===== config.mk =====
export PLATFORM = sky130hd
export DESIGN_NAME = ps2_keyboard_mouse_byte_decoder
export DESIGN_NICKNAME = d
export VERILOG_FILES = /design/src/hdl/ps2kmd_pkg.sv /design/src/hdl/ps2kmd_in_stage.sv /design/src/hdl/ps2kmd_core.sv /design/src/hdl/ps2kmd_out_stage.sv /design/src/hdl/ps2_keyboard_mouse_byte_decoder.sv
export SDC_FILE = /design/constraint.sdc
export NUM_CORES = 1
export LEC_CHECK = 0
export BUFFER_PORTS_ARGS = -buffer_cell sky130_fd_sc_hd__buf_4
export CAP_MARGIN = 20
export CORE_UTILIZATION = 40
export DETAILED_ROUTE_END_ITERATION = 8
export SYNTH_ARGS = -nofsm -noshare
export SYNTH_HDL_FRONTEND = slang
export SYNTH_SLANG_ARGS = --single-unit

===== constraint.sdc =====
create_clock -name clk -period 4.35 [get_ports clk]
set_clock_uncertainty 0.2 [all_clocks]
set_input_delay 0.6525 -clock clk [delete_from_list [all_inputs] [get_ports clk]]
set_output_delay 0.6525 -clock clk [all_outputs]
set_load 0.005 [all_outputs]

===== src/hdl/ps2kmd_pkg.sv =====
// Package for the PS/2 keyboard and mouse byte decoder.
// Holds the scan codes, packet phase codes, register indexes and payload types.
// No dependencies.
package ps2kmd_pkg;

	// mouse header sync bit and keyboard codes
	localparam logic [7:0] HDR_SYNC_MASK  = 8'h08;
	localparam logic [7:0] KB_EXT_PREFIX  = 8'hE0;
	localparam logic [7:0] KB_F5_MAKE     = 8'h3F;
	localparam logic [7:0] KB_F5_BREAK    = 8'hBF;
	localparam int         KB_BREAK_BIT   = 7;
	localparam logic [7:0] KB_UP_MAKE     = 8'h48;
	localparam logic [7:0] KB_DOWN_MAKE   = 8'h50;
	localparam logic [7:0] KB_LEFT_MAKE   = 8'h4B;
	localparam logic [7:0] KB_RIGHT_MAKE  = 8'h4D;
	localparam logic [7:0] KB_UP_BREAK    = 8'hC8;
	localparam logic [7:0] KB_DOWN_BREAK  = 8'hD0;
	localparam logic [7:0] KB_LEFT_BREAK  = 8'hCB;
	localparam logic [7:0] KB_RIGHT_BREAK = 8'hCD;

	// mouse packet phases
	localparam logic [1:0] PH_HEADER = 2'd0;
	localparam logic [1:0] PH_DX     = 2'd1;
	localparam logic [1:0] PH_DY     = 2'd2;

	// configuration register indexes
	localparam int              CFG_IDX_W     = 2;
	localparam logic [CFG_IDX_W-1:0] CFG_IDX_MAX_X = 2'd0;
	localparam logic [CFG_IDX_W-1:0] CFG_IDX_MAX_Y = 2'd1;
	localparam logic [9:0]      MAX_X_RESET   = 10'd1023;
	localparam logic [9:0]      MAX_Y_RESET   = 10'd767;

	typedef struct packed {
		logic       from_mouse;
		logic [7:0] data_byte;
	} item_t;

	typedef struct packed {
		logic [9:0] cursor_x;
		logic [9:0] cursor_y;
		logic       left_button;
		logic [6:0] key_code;
		logic       packet_done;
	} result_t;

endpackage


===== src/hdl/ps2kmd_in_stage.sv =====
// Input register of the PS/2 byte decoder: holds one accepted byte.
// Depends on ps2kmd_pkg.
module ps2kmd_in_stage (
	input  logic              clk,
	input  logic              arst_n,
	input  logic              in_valid,
	output logic              in_ready,
	input  ps2kmd_pkg::item_t in_item,
	output logic              item_valid,
	input  logic              item_take,
	output ps2kmd_pkg::item_t item
);
	import ps2kmd_pkg::*;

	logic  valid_s1;
	item_t item_s1;

	// free when empty or when the held byte moves on this cycle
	assign in_ready   = !valid_s1 || item_take;
	assign item_valid = valid_s1;
	assign item       = item_s1;

	// valid flag
	always_ff @(posedge clk or negedge arst_n) begin
		if (!arst_n) begin
			valid_s1 <= 1'b0;
		end else if (in_ready) begin
			valid_s1 <= in_valid;
		end
	end

	// payload
	always_ff @(posedge clk) begin
		if (in_valid && in_ready) begin
			item_s1 <= in_item;
		end
	end

endmodule


===== src/hdl/ps2kmd_core.sv =====
// Decode state of the PS/2 byte decoder: mouse packet tracking, cursor
// clamp, key and button tracking. Depends on ps2kmd_pkg.
module ps2kmd_core (
	input  logic                clk,
	input  logic                arst_n,
	input  logic                fire,
	input  ps2kmd_pkg::item_t   item,
	input  logic [9:0]          max_x,
	input  logic [9:0]          max_y,
	output ps2kmd_pkg::result_t result
);
	import ps2kmd_pkg::*;

	logic [1:0] phase_q, phase_d;
	logic [7:0] header_q, header_d;
	logic [7:0] dx_q, dx_d;
	logic [9:0] pos_x_q, pos_x_d;
	logic [9:0] pos_y_q, pos_y_d;
	logic       button_q, button_d;
	logic [6:0] key_q, key_d;
	logic       ext_q, ext_d;
	logic       done;

	logic [7:0]  b;
	logic [11:0] sum_x;
	logic [11:0] sum_y;
	logic [9:0]  clamp_x;
	logic [9:0]  clamp_y;

	assign b = item.data_byte;

	// cursor update, 12 bits signed covers both directions
	assign sum_x = {2'b00, pos_x_q} + {{4{dx_q[7]}}, dx_q};
	assign sum_y = {2'b00, pos_y_q} - {{4{b[7]}}, b};

	// clamp each axis to zero and its maximum
	always_comb begin
		if (sum_x[11]) begin
			clamp_x = 10'd0;
		end else if (sum_x[10:0] > {1'b0, max_x}) begin
			clamp_x = max_x;
		end else begin
			clamp_x = sum_x[9:0];
		end
		if (sum_y[11]) begin
			clamp_y = 10'd0;
		end else if (sum_y[10:0] > {1'b0, max_y}) begin
			clamp_y = max_y;
		end else begin
			clamp_y = sum_y[9:0];
		end
	end

	// next state for one byte
	always_comb begin
		phase_d  = phase_q;
		header_d = header_q;
		dx_d     = dx_q;
		pos_x_d  = pos_x_q;
		pos_y_d  = pos_y_q;
		button_d = button_q;
		key_d    = key_q;
		ext_d    = ext_q;
		done     = 1'b0;
		if (item.from_mouse) begin
			case (phase_q)
				PH_DX: begin
					dx_d    = b;
					phase_d = PH_DY;
				end
				PH_DY: begin
					phase_d  = PH_HEADER;
					button_d = header_q[0];
					pos_x_d  = clamp_x;
					pos_y_d  = clamp_y;
					done     = 1'b1;
				end
				default: begin
					// header phase, and the unused code treated alike
					phase_d = PH_HEADER;
					if ((b & HDR_SYNC_MASK) != 8'h00) begin
						header_d = b;
						phase_d  = PH_DX;
					end
				end
			endcase
		end else if (b == KB_EXT_PREFIX) begin
			ext_d = 1'b1;
		end else if (ext_q) begin
			// extended byte: only arrow keys matter
			if (b == KB_UP_MAKE || b == KB_DOWN_MAKE || b == KB_LEFT_MAKE
			    || b == KB_RIGHT_MAKE) begin
				key_d = b[6:0];
			end else if (b == KB_UP_BREAK || b == KB_DOWN_BREAK
			             || b == KB_LEFT_BREAK || b == KB_RIGHT_BREAK) begin
				key_d = 7'd0;
			end
			ext_d = 1'b0;
		end else if (b == KB_F5_MAKE) begin
			button_d = 1'b1;
		end else if (b == KB_F5_BREAK) begin
			button_d = 1'b0;
		end else if (!b[KB_BREAK_BIT]) begin
			key_d = b[6:0];
		end else begin
			key_d = 7'd0;
		end
	end

	// result built from the updated state
	always_comb begin
		result.cursor_x    = pos_x_d;
		result.cursor_y    = pos_y_d;
		result.left_button = button_d;
		result.key_code    = key_d;
		result.packet_done = done;
	end

	// state registers
	always_ff @(posedge clk or negedge arst_n) begin
		if (!arst_n) begin
			phase_q  <= PH_HEADER;
			header_q <= 8'd0;
			dx_q     <= 8'd0;
			pos_x_q  <= 10'd0;
			pos_y_q  <= 10'd0;
			button_q <= 1'b0;
			key_q    <= 7'd0;
			ext_q    <= 1'b0;
		end else if (fire) begin
			phase_q  <= phase_d;
			header_q <= header_d;
			dx_q     <= dx_d;
			pos_x_q  <= pos_x_d;
			pos_y_q  <= pos_y_d;
			button_q <= button_d;
			key_q    <= key_d;
			ext_q    <= ext_d;
		end
	end

endmodule


===== src/hdl/ps2kmd_out_stage.sv =====
// Output register of the PS/2 byte decoder: holds one result until taken.
// Depends on ps2kmd_pkg.
module ps2kmd_out_stage (
	input  logic                clk,
	input  logic                arst_n,
	input  logic                res_valid,
	output logic                res_fire,
	input  ps2kmd_pkg::result_t res,
	output logic                out_valid,
	input  logic                out_ready,
	output ps2kmd_pkg::result_t out_res
);
	import ps2kmd_pkg::*;

	logic    valid_s2;
	result_t res_s2;

	// load when empty or when the held result leaves this cycle
	assign res_fire  = res_valid && (!valid_s2 || out_ready);
	assign out_valid = valid_s2;
	assign out_res   = res_s2;

	// valid flag
	always_ff @(posedge clk or negedge arst_n) begin
		if (!arst_n) begin
			valid_s2 <= 1'b0;
		end else if (!valid_s2 || out_ready) begin
			valid_s2 <= res_valid;
		end
	end

	// payload
	always_ff @(posedge clk) begin
		if (res_fire) begin
			res_s2 <= res;
		end
	end

endmodule


===== src/hdl/ps2_keyboard_mouse_byte_decoder.sv =====
// PS/2 keyboard and mouse byte decoder, top level.
// Uses ps2kmd_pkg, ps2kmd_in_stage, ps2kmd_core and ps2kmd_out_stage.
//
// Usage:
//   s_* stream: one controller byte per transaction, s_tuser marks a mouse
//   byte (1) or a keyboard byte (0).
//   m_* stream: one result per input byte with cursor, button and key state;
//   m_tuser is high when the byte closed a three byte mouse packet.
//   cfg_* channel: writes max_x (index 0) and max_y (index 1), always ready;
//   write only while no byte is in flight.
// Datapath: input register, then decode into the output register.
// Throughput: one byte per cycle while the output is not stalled. The decode
//   state updates as each byte is decoded, so the next byte reads it right away.
// Reset: cursor at 0,0, button and key clear, packet phase waiting for a
//   header, max_x 1023 and max_y 767.
// Stall: while m_tready is low the result holds; one more byte is taken
//   into the input register, then s_tready drops until the result leaves.
module ps2_keyboard_mouse_byte_decoder (
	input  logic                             clk,
	input  logic                             arst_n,
	input  logic                             s_tvalid,
	output logic                             s_tready,
	input  logic [7:0]                       s_tdata,   // [7:0] data_byte
	input  logic                             s_tuser,   // [0] from_mouse
	output logic                             m_tvalid,
	input  logic                             m_tready,
	// [9:0] cursor_x, [19:10] cursor_y, [20] left_button,
	// [27:21] key_code, [31:28] zero
	output logic [31:0]                      m_tdata,
	output logic                             m_tuser,   // [0] packet_done
	input  logic                             cfg_valid,
	output logic                             cfg_ready,
	input  logic [ps2kmd_pkg::CFG_IDX_W-1:0] cfg_index,
	input  logic [9:0]                       cfg_data
);
	import ps2kmd_pkg::*;

	logic    item_valid;
	logic    fire;
	item_t   in_item;
	item_t   item;
	result_t res;
	result_t out_res;
	logic [9:0] max_x_q;
	logic [9:0] max_y_q;

	assign in_item.from_mouse = s_tuser;
	assign in_item.data_byte  = s_tdata;
	assign cfg_ready          = 1'b1;

	// clamp bound registers
	always_ff @(posedge clk or negedge arst_n) begin
		if (!arst_n) begin
			max_x_q <= MAX_X_RESET;
			max_y_q <= MAX_Y_RESET;
		end else if (cfg_valid) begin
			case (cfg_index)
				CFG_IDX_MAX_X: max_x_q <= cfg_data;
				CFG_IDX_MAX_Y: max_y_q <= cfg_data;
				default: begin
				end
			endcase
		end
	end

	ps2kmd_in_stage u_in (
		.clk        (clk),
		.arst_n     (arst_n),
		.in_valid   (s_tvalid),
		.in_ready   (s_tready),
		.in_item    (in_item),
		.item_valid (item_valid),
		.item_take  (fire),
		.item       (item)
	);

	ps2kmd_core u_core (
		.clk    (clk),
		.arst_n (arst_n),
		.fire   (fire),
		.item   (item),
		.max_x  (max_x_q),
		.max_y  (max_y_q),
		.result (res)
	);

	ps2kmd_out_stage u_out (
		.clk       (clk),
		.arst_n    (arst_n),
		.res_valid (item_valid),
		.res_fire  (fire),
		.res       (res),
		.out_valid (m_tvalid),
		.out_ready (m_tready),
		.out_res   (out_res)
	);

	// output packing
	assign m_tdata = {4'd0, out_res.key_code, out_res.left_button,
	                  out_res.cursor_y, out_res.cursor_x};
	assign m_tuser = out_res.packet_done;

	// a decoded byte always shows up at the output next cycle
	a_fire_to_out: assert property (@(posedge clk) disable iff (!arst_n)
		fire |=> m_tvalid)
		else $error("decoded byte did not reach the output register");

	// input side only backs up behind a stalled result
	a_ready_stall: assert property (@(posedge clk) disable iff (!arst_n)
		!s_tready |-> (m_tvalid && !m_tready))
		else $error("input stalled while the output was free");

	// a completed packet leaves the cursor inside the clamp bounds
	a_clamp: assert property (@(posedge clk) disable iff (!arst_n)
		(m_tvalid && m_tuser) |-> (m_tdata[9:0] <= max_x_q
		                           && m_tdata[19:10] <= max_y_q))
		else $error("cursor outside clamp bounds after packet");

endmodule

## Yosys cells after proc, flatten, opt, wreduce, memory -nomap -nowiden

Index checks and enable logic that the tools add are counted.

| operators by class | value |
|---|---|
| $add $sub $neg | 2 |
| order comparisons | 2 |
| eq/ne operators | 14 |
| multiplexer cells | 26 |
| bitwise gates (word level) | 2 |
| reduce and logical (&&, ||, !) cells | 20 |

Operators with widths:

| operator | number |
|---|---|
| $mux W10 | 8 |
| $mux W7 | 8 |
| $eq A8 B8 Y1 const B | 6 |
| $eq A8 B7 Y1 const B | 4 |
| $gt A11 B10 Y1 | 2 |
| $add A11 B8 Y12 | 1 |
| $sub A11 B8 Y12 | 1 |
| $mux W1 | 9 |
| $eq A8 B6 Y1 const B | 1 |
| $logic_or A1 B1 Y1 | 8 |
| $reduce_and A2 Y1 | 4 |
| $eq A2 B1 Y1 const B | 2 |
| $pmux W2 S2 | 1 |
| $reduce_and A4 Y1 | 1 |
| $reduce_and A3 Y1 | 1 |
| $eq A2 B2 Y1 const B | 1 |
| $logic_and A1 B1 Y1 | 2 |
| $logic_not A1 Y1 | 2 |
| $logic_not A2 Y1 | 1 |
| $not A1 Y1 | 2 |
| $reduce_or A2 Y1 | 1 |

| word-level totals | value |
|---|---|
| flip-flop bits (word level) | 100 |
| input port bits | 26 |
| output and inout port bits | 36 |
| logic and storage cells | 85 |

## Depth between registers and ports, before layout

| logic depth | value |
|---|---|
| depth after elaboration | 9 |
| gate-level depth with buffers | 17 |
| mapped depth without buffers | 16 |

## By module

From an unflattened synthesis, not the netlist that was laid out.

| unflattened totals | value |
|---|---|
| cells, all modules | 559 |
| area, all modules | 5879.4 um^2 |

Modules (own cells, without submodules):

| module | instances | cells an instance | area an instance (um^2) | seq. area each (um^2) |
|---|---|---|---|---|
| ps2kmd_core | 1 | 462 | 3766.1 | 1001.0 |
| ps2kmd_out_stage | 1 | 33 | 914.6 | 895.9 |
| ps2_keyboard_mouse_byte_decoder | 1 | 51 | 874.6 | 524.3 |
| ps2kmd_in_stage | 1 | 13 | 324.1 | 295.3 |

## Worst setup path before layout

No wires, ideal clock.

| timing | value |
|---|---|
| path type | reg-to-reg |
| start point | register u_in.item_s1, in the netlist u_in.item[0] |
| end point | register u_out.res_s2, in the netlist u_out.out_res[17] (data pin) |
| library setup time | 269 ps |
| arrival time | 3295 ps |
| data required time | 3881 ps |
| path slack | 586 ps |
| cell stages (with the launch flop) | 17 |
| buffers on the path | 1 |
| period minus slack after synthesis | 3764 ps |
| cells stage by stage | edfxtp_1 > ha_1 > fa_1 > and2b_1 > o31a_1 > o22a_1 > a21oi_1 > xnor2_1 > ha_1 > nand2_1 > or2_2 > a21oi_1 > o21ai_0 > and3_1 > buf_6 > mux2i_1 > o31ai_1 |

RTL lines:

| what | RTL line | RTL |
|---|---|---|
| from (decl) | ps2kmd_in_stage.sv:16 | `item_t item_s1;` |
| from (signal assigned) | ps2kmd_in_stage.sv:35 | `item_s1 <= in_item;` |
| to (signal assigned) | ps2kmd_out_stage.sv:35 | `res_s2 <= res;` |
| to (decl) | ps2kmd_out_stage.sv:16 | `result_t res_s2;` |

==> summary.txt <==
Global route
  – Initial antenna violation count: 0
  – Grt ovf: 0
  – Number of global-route vias before repair: 4230
  – First-pass GRT wire length: 22.0 mm
  – Largest net degree at the start of global routing: 63
  – GR Util All Layers: 19.6%

Clock network
  – Post-CTS sizing: 0
  – Num CTS Buffers: 9
  – Hold buffers post-CTS: 0
  – Worst-path clk slew: 70 ps
  – Clock tree root driver cell: clkbuf_16
  – Setup Buffers After CTS: 0
  – Worst-skew pair later-pin latency: 360 ps
  – H-tree Lvls: 3
  – Clock Sink Count: 100
  – CTS tree: built
  – Clock tree buffer depth: 2

Floorplan
  – Starting Density: 41.5%
  – Die Span Y: 123 um
  – Die X: 123 um
  – Core area: 0.0140 mm^2
  – IO Pins: 62
  – # rows: 43
  – Area of the die: 0.0151 mm^2

Synthesis
  – Yosys warns: 0
  – Avg Inst Size Synth: 10.5 um^2
  – Post-synth EDFFs: 38
  – Most used DFF post-synth: dfrtp_1
  – Sequential share of the synthesized area: 46.6%
  – Seq cells post-synth: 100
  – Post-Synthesis Cells: 554
  – Post-synth cell types: 62
  – Post-synthesis cell area: 0.00583 mm^2
  – Synth async-reset ratio: 62.0%

Final layout
  – Most frequent cells in the layout: nand2_1 (73), buf_4 (68), ha_1 (45)
  – Nets: 686
  – Layout cell share with drive strength beyond 1: 21.7%
  – Commonest non-fill, non-tap cell in the layout: nand2_1
  – Fillers: 1312
  – Area Growth Syn to Fin: 15.7%
  – Final Cell Area: 0.00675 mm^2
  – Number of diodes: 0

Power and ir drop
  – VDD IR max: 299 uV
  – Net switching power: 2.00 mW
  – PnR Total Power: 4.89 mW
  – Power share of the combinational group: 53.2%
  – Reg power frac: 30.6%
  – Sw Share: 41.0%
  – Clock network power share: 16.1%
  – Internal power: 2.89 mW
  – Pwr dens: 726 mW/mm^2
  – P_leak: 3.04 nW

Drt
  – Wire length per cell: 16.9 um
  – Detail Route Antenna Nets: 0
  – Routed wire length: 13.5 mm
  – Vias post-DR: 4270
  – Drt pass-1 iters: 5
  – Number of remaining DRC errors: 0
  – Vias per cell: 5.35
  – Initial DRC count: 319

Critical path
  – Setup crit end kind: flip-flop
  – Startpoint types: flip-flop
  – CP arrival: 3970 ps
  – Critical path data required time: 4230 ps
  – Crit-path max FO: 5
  – Kind of critical path: flip-flop to flip-flop

STA
  – Sum Neg Setup Slack: 0 ps
  – Max transition margin: 38.4%
  – Actual slew at the worst max-slew pin: 920 ps
  – FMAX: 245 MHz
  – Crit path time final: 4090 ps
  – RSZ-0062 raised after global routing: false
  – Hold Vio Cnt, Final: 0
  – Final Setup Violations: 0
  – Max-slew violations: 0
  – Fin crit share: 94.0%

Place
  – Area of placed instances: 0.00646 mm^2
  – Post-DP HPWL: 10.1 mm
  – IO Port Bufs: 56
  – Gpl congestion: 0.866

Job
  – Max cap viols: 0

Outcome
  – Status: completed

Min path
  – Worst min-delay path class: input port to async pin
## critical path, cell delays in order, from the launching register on
cell      delay [ps]
edfxtp_1         400
ha_1             240
fa_1             420
and2b_1          230
o31a_1           180
o22a_1           210
a21oi_1          100
xnor2_1          150
ha_1             310
nand2_1           90
or2_2            300
a21oi_1          160
o21ai_1          130
and3_1           190
buf_4            160
mux2i_1          230
o31ai_1          100
## power by group through the flow
stage | combinational (mW) | clock [mW] | sequential, mW
2_1_floorplan | 1.96 | 0 | 1.45
3_3_place_gp | 2.50 | 0 | 1.51
3_5_place_dp | 2.60 | 0 | 1.52
4_1_cts | 2.61 | 0.811 | 1.51
5_1_grt | 2.94 | 0.854 | 1.53
6_report | 2.61 | 0.789 | 1.50
## cells in the mapped netlist, types with 2 or more instances
cell type	n	share of area, %
a21oi_1	29	2.5
or2_2	3	0.32
nand4_1	6	0.64
o31ai_1	39	5.0
mux2_2	22	4.3
a211oi_1	5	0.64
nand3_1	9	0.77
o21ai_0	26	2.2
clkbuf_1	14	0.90
o211ai_1	2	0.26
inv_1	44	2.8
xor2_1	3	0.45
fa_1	2	0.69
nor2_1	15	0.97
nand2_1	73	4.7
xnor2_1	13	2.0
buf_6	2	0.39
dfrtp_1	43	18
nor3_1	6	0.52
a211o_1	2	0.30
ha_1	45	9.7
dfstp_2	19	8.6
nor2b_1	6	0.64
and2_1	2	0.21
mux2i_1	21	3.6
buf_4	5	0.64
nand3b_1	3	0.39
a22o_1	2	0.30
nor4_1	3	0.32
nand2b_1	8	0.86
a221o_1	2	0.34
edfxtp_1	38	20
a21o_1	8	1.0
o21a_1	5	0.64
conb_1	2	0.13
## state kept, by name, indices dropped and copies added, names as in the netlist
| register | cells |
|---|---|
| max_y_q | 10 |
| u_in.item_valid | 1 |
| u_core.button_q | 1 |
| u_core.pos_y_q | 10 |
| u_core.dx_q | 8 |
| u_core.key_q | 7 |
| u_in.item | 9 |
| u_core.pos_x_q | 10 |
| u_out.out_valid | 1 |
| max_x_q | 10 |
| u_core.ext_q | 1 |
| u_out.out_res | 29 |
| u_core.phase_q | 2 |
| u_core.header_q | 1 |
## metal layers
layer | global-route usage (%) | routed length [um] | part of all wire (%)
met1 | 26.0 | 6080 | 45
met2 | 31.6 | 6490 | 48
met3 | 4.74 | 751 | 5.6
met4 | 5.95 | 151 | 1.1
met5 | 0 | 0 | 0
## path summary, 6_finish.rpt
check                           startpoint                end  slack, ps  cells past startpoint
min in group clk                s_tdata[7]       u_in.item[7]        280                      1
max                           u_in.item[0]  u_out.out_res[17]        260                     16
min                                 arst_n    u_core.key_q[6]        190                      1
min reg2reg                u_in.item_valid    u_out.out_valid        290                      1
max reg2reg                   u_in.item[0]  u_out.out_res[17]        260                     16
max in group asynchronous           arst_n  u_core.pos_x_q[7]       3250                      1
## cell type report
type	count	area (um^2)	share of cell area [%]
clock buffer	12	258	3.82
clock inverter	4	28.8	0.427
inverter	45	169	2.50
multi-input combinational	389	2840	42.1
sequential	100	2720	40.3
tap	180	225	3.34
timing repair buffer	68	510	7.57
## stage by stage
step,instances,hold WS (ps),util (%),setup WS [ps]
2_1_floorplan,557,157,-,586
3_3_place_gp,782,272,46.0,189
3_5_place_dp,782,284,46.0,193
4_1_cts,798,216,48.0,154
5_1_grt,798,252,48.0,12.6
6_report,798,190,48.0,263
## cell families (layout without fill, tap and decap cells)
family / Yosys count / after routing / share of synthesized area, %
simple gates: 141 / 141 / 11.3
compound gates: 136 / 136 / 16.1
flops: 100 / 100 / 46.6
buf+inv: 68 / 129 / 4.98
fa+ha+maj: 47 / 47 / 10.3
mux: 44 / 44 / 8.09
xor+xnor: 16 / 16 / 2.40
other cells: 2 / 5 / 0.129
(Power assumes the default switching activity.)
